<file path="config.mk">
export PLATFORM = sky130hd
export DESIGN_NAME = clock_mult_shift_calc
export DESIGN_NICKNAME = d
export VERILOG_FILES = /design/src/design/cms_pkg.sv /design/src/design/cms_div.sv /design/src/design/clock_mult_shift_calc.sv
export SDC_FILE = /design/constraint.sdc
export NUM_CORES = 2
export LEC_CHECK = 0
export BUFFER_PORTS_ARGS = -buffer_cell sky130_fd_sc_hd__buf_2
export CORE_MARGIN = 2
export CORE_UTILIZATION = 35
export DETAILED_ROUTE_END_ITERATION = 8
export HOLD_SLACK_MARGIN = 0.08
export SYNTH_ARGS = -nofsm -noshare
export SYNTH_HDL_FRONTEND = slang
export SYNTH_SLANG_ARGS = --single-unit
</file>
<file path="constraint.sdc">
create_clock -name aclk -period 18.52 [get_ports aclk]
set_input_delay 0.926 -clock aclk [delete_from_list [all_inputs] [get_ports aclk]]
set_output_delay 0.926 -clock aclk [all_outputs]
set_load 0.03 [all_outputs]
</file>
<file path="src/design/cms_pkg.sv">
package cms_pkg;

    localparam int WORD_W  = 32;
    localparam int DIV_W   = 2 * WORD_W;
    localparam int SHIFT_W = 6;
    localparam int CNT_W   = 7;

    localparam logic [SHIFT_W-1:0] MAX_SHIFT = SHIFT_W'(WORD_W);
    localparam logic [CNT_W-1:0]   DIV_STEPS = CNT_W'(DIV_W);

    typedef struct packed {
        logic [WORD_W-1:0] source_freq;
        logic [WORD_W-1:0] target_freq;
        logic [WORD_W-1:0] range_seconds;
    } cms_in_t;

    typedef struct packed {
        logic [WORD_W-1:0]  mult_factor;
        logic [SHIFT_W-1:0] shift_amount;
        logic               div_zero_error;
    } cms_out_t;

    typedef struct packed {
        logic              start;
        logic [DIV_W-1:0]  dividend;
        logic [WORD_W-1:0] divisor;
    } cms_div_req_t;

    typedef struct packed {
        logic             busy;
        logic             done;
        logic [DIV_W-1:0] quotient;
    } cms_div_rsp_t;

    typedef enum logic [2:0] {
        ST_IDLE,
        ST_MUL,
        ST_LIMIT,
        ST_DIV_START,
        ST_DIV_WAIT,
        ST_CHECK,
        ST_DONE
    } cms_state_t;

endpackage

</file>
<file path="src/design/cms_div.sv">
module cms_div (
    input  logic                  aclk,
    input  logic                  aresetn,
    input  cms_pkg::cms_div_req_t req,
    output cms_pkg::cms_div_rsp_t rsp
);

    logic [cms_pkg::DIV_W-1:0]  dq_reg, dq_next;
    logic [cms_pkg::WORD_W-1:0] rem_reg, rem_next;
    logic [cms_pkg::WORD_W-1:0] dvs_reg, dvs_next;
    logic [cms_pkg::CNT_W-1:0]  cnt_reg, cnt_next;
    logic                       busy_reg, busy_next;
    logic                       done_reg, done_next;
    logic [cms_pkg::WORD_W:0]   partial;
    logic [cms_pkg::WORD_W:0]   diff;
    logic                       take;

    // one restoring step: bring down the next dividend bit, subtract if it fits
    assign partial = {rem_reg, dq_reg[cms_pkg::DIV_W-1]};
    assign diff    = partial - {1'b0, dvs_reg};
    assign take    = (partial >= {1'b0, dvs_reg});

    always_comb begin
        dq_next   = dq_reg;
        rem_next  = rem_reg;
        dvs_next  = dvs_reg;
        cnt_next  = cnt_reg;
        busy_next = busy_reg;
        done_next = 1'b0;
        if (req.start) begin
            dq_next   = req.dividend;
            rem_next  = '0;
            dvs_next  = req.divisor;
            cnt_next  = cms_pkg::DIV_STEPS;
            busy_next = 1'b1;
        end else if (busy_reg) begin
            dq_next  = {dq_reg[cms_pkg::DIV_W-2:0], take};
            rem_next = take ? diff[cms_pkg::WORD_W-1:0] : partial[cms_pkg::WORD_W-1:0];
            cnt_next = cnt_reg - 1'b1;
            if (cnt_reg == cms_pkg::CNT_W'(1)) begin
                busy_next = 1'b0;
                done_next = 1'b1;
            end
        end
    end

    always_ff @(posedge aclk) begin
        if (!aresetn) begin
            busy_reg <= 1'b0;
            done_reg <= 1'b0;
            cnt_reg  <= '0;
        end else begin
            busy_reg <= busy_next;
            done_reg <= done_next;
            cnt_reg  <= cnt_next;
        end
        dq_reg  <= dq_next;
        rem_reg <= rem_next;
        dvs_reg <= dvs_next;
    end

    assign rsp.busy     = busy_reg;
    assign rsp.done     = done_reg;
    assign rsp.quotient = dq_reg;

endmodule

</file>
<file path="src/design/clock_mult_shift_calc.sv">
// Multiplier and shift calculator for scaled clock conversion: a count at
// source_freq becomes a count at target_freq as (count * mult_factor) >>
// shift_amount, exact enough over range_seconds without overflow. One word in
// gives one word out. The block takes one word at a time and drops s_ready
// while it works. Steps: take the word, form the range product, then shorten
// the shift limit by one per significant bit of the product's upper half (up
// to 32), then per trial shift start the shared radix-2 divider, wait out its
// 64 steps, capture the quotient and compare it with the limit, trying shifts
// 32 down to 1, and load the result. A zero source frequency skips the
// divider and finishes with div_zero_error set. A finished result waits in
// the output register, and the next word may be taken meanwhile.
module clock_mult_shift_calc (
    input  logic              aclk,
    input  logic              aresetn,
    input  logic              s_valid,
    output logic              s_ready,
    input  cms_pkg::cms_in_t  s_data,
    output logic              m_valid,
    input  logic              m_ready,
    output cms_pkg::cms_out_t m_data
);

    cms_pkg::cms_state_t state_reg, state_next;

    logic [cms_pkg::WORD_W-1:0]  src_reg, src_next;
    logic [cms_pkg::WORD_W-1:0]  dst_reg, dst_next;
    logic [cms_pkg::WORD_W-1:0]  rng_reg, rng_next;
    logic [cms_pkg::WORD_W-1:0]  hi_reg, hi_next;
    logic [cms_pkg::SHIFT_W-1:0] limit_reg, limit_next;
    logic [cms_pkg::SHIFT_W-1:0] shift_reg, shift_next;
    logic [cms_pkg::DIV_W-1:0]   q_reg, q_next;
    logic                        err_reg, err_next;
    cms_pkg::cms_out_t           out_reg, out_next;
    logic                        m_valid_reg, m_valid_next;

    cms_pkg::cms_div_req_t       div_req;
    cms_pkg::cms_div_rsp_t       div_rsp;
    logic                        div_start;

    logic [cms_pkg::DIV_W-1:0]   prod;
    logic [cms_pkg::DIV_W-1:0]   high_mask;
    logic                        fits;

    assign prod = {{cms_pkg::WORD_W{1'b0}}, rng_reg} * {{cms_pkg::WORD_W{1'b0}}, src_reg};

    // quotient fits when no bit at or above the limit is set
    assign high_mask = ~((cms_pkg::DIV_W'(1) << limit_reg) - cms_pkg::DIV_W'(1));
    assign fits      = ((q_reg & high_mask) == '0);

    // rounded quotient: (target << shift + source / 2) / source
    assign div_req.start    = div_start;
    assign div_req.dividend = ({{cms_pkg::WORD_W{1'b0}}, dst_reg} << shift_reg)
                            + {{(cms_pkg::WORD_W+1){1'b0}}, src_reg[cms_pkg::WORD_W-1:1]};
    assign div_req.divisor  = src_reg;

    cms_div u_div (
        .aclk    (aclk),
        .aresetn (aresetn),
        .req     (div_req),
        .rsp     (div_rsp)
    );

    always_ff @(posedge aclk) begin
        if (!aresetn) begin
            state_reg   <= cms_pkg::ST_IDLE;
            m_valid_reg <= 1'b0;
        end else begin
            state_reg   <= state_next;
            m_valid_reg <= m_valid_next;
        end
        src_reg   <= src_next;
        dst_reg   <= dst_next;
        rng_reg   <= rng_next;
        hi_reg    <= hi_next;
        limit_reg <= limit_next;
        shift_reg <= shift_next;
        q_reg     <= q_next;
        err_reg   <= err_next;
        out_reg   <= out_next;
    end

    always_comb begin
        state_next    = state_reg;
        src_next      = src_reg;
        dst_next      = dst_reg;
        rng_next      = rng_reg;
        hi_next       = hi_reg;
        limit_next    = limit_reg;
        shift_next    = shift_reg;
        q_next        = q_reg;
        err_next      = err_reg;
        out_next      = out_reg;
        m_valid_next  = m_valid_reg;
        div_start     = 1'b0;
        s_ready       = 1'b0;

        // drop the held result once it is taken
        if (m_valid_reg && m_ready) begin
            m_valid_next = 1'b0;
        end

        case (state_reg)
            cms_pkg::ST_IDLE: begin
                s_ready = 1'b1;
                if (s_valid) begin
                    src_next   = s_data.source_freq;
                    dst_next   = s_data.target_freq;
                    rng_next   = s_data.range_seconds;
                    state_next = cms_pkg::ST_MUL;
                end
            end
            cms_pkg::ST_MUL: begin
                hi_next    = prod[cms_pkg::DIV_W-1:cms_pkg::WORD_W];
                limit_next = cms_pkg::MAX_SHIFT;
                shift_next = cms_pkg::MAX_SHIFT;
                if (src_reg == '0) begin
                    // zero source frequency: no division, flag the error
                    q_next     = '0;
                    shift_next = '0;
                    err_next   = 1'b1;
                    state_next = cms_pkg::ST_DONE;
                end else begin
                    err_next   = 1'b0;
                    state_next = cms_pkg::ST_LIMIT;
                end
            end
            cms_pkg::ST_LIMIT: begin
                // shorten the limit by one per significant bit of the high half
                if (hi_reg != '0) begin
                    hi_next    = hi_reg >> 1;
                    limit_next = limit_reg - 1'b1;
                end else begin
                    state_next = cms_pkg::ST_DIV_START;
                end
            end
            cms_pkg::ST_DIV_START: begin
                div_start  = 1'b1;
                state_next = cms_pkg::ST_DIV_WAIT;
            end
            cms_pkg::ST_DIV_WAIT: begin
                if (div_rsp.done) begin
                    q_next     = div_rsp.quotient;
                    state_next = cms_pkg::ST_CHECK;
                end
            end
            cms_pkg::ST_CHECK: begin
                if (fits) begin
                    state_next = cms_pkg::ST_DONE;
                end else if (shift_reg == cms_pkg::SHIFT_W'(1)) begin
                    // no shift fits: keep the quotient of shift one
                    shift_next = '0;
                    state_next = cms_pkg::ST_DONE;
                end else begin
                    shift_next = shift_reg - 1'b1;
                    state_next = cms_pkg::ST_DIV_START;
                end
            end
            cms_pkg::ST_DONE: begin
                // hold until the output register is free
                if (!m_valid_reg || m_ready) begin
                    out_next.mult_factor    = q_reg[cms_pkg::WORD_W-1:0];
                    out_next.shift_amount   = shift_reg;
                    out_next.div_zero_error = err_reg;
                    m_valid_next            = 1'b1;
                    state_next              = cms_pkg::ST_IDLE;
                end
            end
            default: begin
                state_next = cms_pkg::ST_IDLE;
            end
        endcase
    end

    assign m_valid = m_valid_reg;
    assign m_data  = out_reg;

`ifndef SYNTHESIS
    a_err_zero_fields: assert property (@(posedge aclk) disable iff (!aresetn)
        (m_valid && m_data.div_zero_error) |->
            (m_data.mult_factor == '0 && m_data.shift_amount == '0))
        else $error("error word carries nonzero fields");

    a_shift_range: assert property (@(posedge aclk) disable iff (!aresetn)
        m_valid |-> (m_data.shift_amount <= cms_pkg::MAX_SHIFT))
        else $error("shift amount above maximum");

    a_div_start_idle: assert property (@(posedge aclk) disable iff (!aresetn)
        div_req.start |-> !div_rsp.busy)
        else $error("divider started while busy");

    a_div_nonzero: assert property (@(posedge aclk) disable iff (!aresetn)
        div_req.start |-> (src_reg != '0 && shift_reg != '0))
        else $error("divider started with zero divisor or zero shift");
`endif

endmodule
</file>
==> results.sh <==
export IMPL_outcome="finished, final reports clean"
export IMPL_die_h_um=404
export IMPL_cts_root_buffer="clkbuf_16"
export IMPL_routabilityCongestion=0.917
export IMPL_hpwl_um=123000
export IMPL_tns_ns=0
export IMPL_synth_seq_cells=385
export IMPL_cts_hold_buf=0
export IMPL_yosysMostFrequentCell="inv_1"
export IMPL_htreeDepth=2
export IMPL_rr_worst_depth=21
export IMPL_timing_critical_path_from="src_reg[8]"
export IMPL_core_sq_mm=0.159
export IMPL_ant_nets=0
export IMPL_synth_avg_cell_area_sq_um=9.58
export IMPL_grtUsageTotal=0.211
export IMPL_skew_ns=0.0945
export IMPL_slew_violations=0
export IMPL_layout_nets=7129
export IMPL_critPathBufInv=1
export IMPL_crit_chain="nand2_1 > fa_1 > fa_1 > fa_1 > fa_1 > inv_1 > fa_1 > fa_1 > fa_1 > fa_1 > ha_1 > and2_1 > nand2_1 > o31ai_1 > o2111ai_1 > a21oi_1 > o31ai_1 > o31ai_1 > o21ai_0 > xnor2_1 > nor2_1"
export IMPL_path_max_fanout=19
export IMPL_clock_latency_ns=0.68
export IMPL_post_route_period_util=0.541
export IMPL_cp_data_arrival_time_ns=10.34
export IMPL_first_pass_iters=5
export IMPL_clkTransAtPathRegs_ns=0.08
export IMPL_hold_viol=0
export IMPL_grt_max_degree=106
export IMPL_synth_area_top_cells="fa_1, edfxtp_1, and2_1, ha_1, inv_1"
export IMPL_r2r_end="hi_reg[31]"
export IMPL_synthTopCellsByCount="inv_1, fa_1, nand2_1"
export IMPL_drcViolationCount=0
export IMPL_initial_core_util=0.352
export IMPL_async_reset_ff_frac=0
export IMPL_ys_dominant_reg_cell="edfxtp_1"
export IMPL_post_cts_resized=0
export IMPL_post_drt_wl_per_cell_um=21.5
export IMPL_syn_cell_area_sq_mm=0.0559
export IMPL_cp_common_cell="fa_1"
export IMPL_setup_viol=0
export IMPL_synthDominantCellAreaShare=0.321
export IMPL_cts_buffers=49
export IMPL_slowest_delay_ns=1.04
export IMPL_synth_edf_count=340
export IMPL_yosysUniqueCellTypes=101
export IMPL_holdPathEnd="rng_reg[2]"
export IMPL_syn_nets=7161
export IMPL_start_kind="register"
export IMPL_end_kind="register"
export IMPL_hold_path_depth=1
export IMPL_cts_max_path_buffers=3
export IMPL_yosysSeqAreaShare=0.199
export IMPL_post_route_min_period_ns=10.01
export IMPL_areaGrowthSynthToFinish_pct=7.90
export IMPL_rsz0062_at_grt="no"
export IMPL_syn_inst=5831
export IMPL_vias=41855
export IMPL_crit_family="adder cells"
export IMPL_die_w_um=404
export IMPL_grt_pass1_vias=44316
export IMPL_row_count=146
export IMPL_ios=141
export IMPL_tightestPinTransition_ns=1.14
export IMPL_antenna_found_initial=11
export IMPL_wl_um=170000
export IMPL_crit_required_ns=18.85
export IMPL_path_class="register to register"
export IMPL_portBuffers=140
export IMPL_reg2reg_slack_ns=8.51
export IMPL_hold_start="s_data[2]"
export IMPL_routed_via_density=5.29
export IMPL_yosysTopAreaCell="fa_1"
export IMPL_r2r_start="src_reg[8]"
export IMPL_clock_fmax_mhz=99.9
export IMPL_slowest_stage="edfxtp_1"
export IMPL_grt_pass1_wl_um=266000
export IMPL_layout_drive_gt1_share=0.0740
export IMPL_ys_warn_count=0
export IMPL_cts_tree="yes"
export IMPL_drtIter0Drc=3500
export IMPL_grt_overflow_total=0
export IMPL_drv_cap=0
export IMPL_hp_class="input port to register"
export IMPL_clock_sinks=385
export IMPL_slew_limit_headroom=0.243
export IMPL_post_cts_buffers=0
export IMPL_die_area_sq_mm=0.163
## layout by cell type, fill, tap and decap left out, drive strengths merged, types with 11 or more instances in the layout
cell type	n
a21oi	197
nor3	47
nand2b	33
mux2i	55
a31oi	18
dfxtp	45
inv	957
nand4	45
ha	333
or2	12
xor2	70
nand3	77
o21bai	11
a221oi	12
and2	672
a211oi	25
mux2	24
nand3b	12
a22oi	16
nor2	216
mux4	39
fa	897
buf	238
xnor2	92
nor4	35
edfxtp	340
nor3b	11
o21a	25
a22o	13
a21o	87
o21ai	178
clkinv	19
nand2	684
o211ai	13
nor2b	24
clkbuf	54
o31ai	14
o22ai	13
and3	26
## how the worst max path moves through the flow
stage,cells after the start,end
6_report,21,hi_reg[31]
5_1_grt,24,hi_reg[31]
4_1_cts,24,hi_reg[31]
3_5_place_dp,23,hi_reg[31]
3_3_place_gp,26,hi_reg[24]
2_1_floorplan,25,hi_reg[19]
## cells by family (layout without fill, tap and decap cells)
family | after synthesis | in the layout | share of synthesized area
compound gates | 721 | 721 | 0.0832
xor+xnor | 162 | 162 | 0.0254
fa+ha+maj | 1230 | 1230 | 0.396
buf+inv | 1270 | 1277 | 0.0871
flops | 385 | 385 | 0.199
mux | 118 | 118 | 0.0304
other cells | 0 | 4 | 0
simple gates | 1945 | 1945 | 0.179
## layer usage
layer / routed length (um) / vias up / global-route usage / part of all wire
li1: - / 18610 / - / -
met2: 77700 / 1600 / 0.341 / 0.46
met3: 12600 / 352 / 0.0324 / 0.074
met5: 0 / - / 0 / 0
met1: 73000 / 21293 / 0.288 / 0.43
met4: 6620 / 0 / 0.0760 / 0.039
## cell type report
type | instances | area (sq um)
clock buffer | 54 | 1250
tap | 2072 | 2590
sequential | 385 | 11100
timing repair buffer | 238 | 1430
fill | 15812 | 98300
multi-input combinational | 4176 | 40000
inverter | 949 | 3560
clock inverter | 36 | 374
antenna | 4 | 10.0
## metrics by stage
step | hold slack [ns] | setup WS, ns | util | cells | instance area, sq um
2_1_floorplan | 0.400 | 10.65 | - | 5831 | 55900
3_3_place_gp | 0.446 | 8.14 | 0.370 | 7819 | 58700
3_5_place_dp | 0.447 | 8.77 | 0.370 | 7820 | 58700
4_1_cts | 0.355 | 8.64 | 0.380 | 7910 | 60300
5_1_grt | 0.395 | 8.29 | 0.380 | 7910 | 60300
6_report | 0.417 | 8.51 | 0.380 | 7914 | 60300
Power is not shown: default switching activity piles up to over one toggle a cycle in this logic, so the estimate is an artifact.
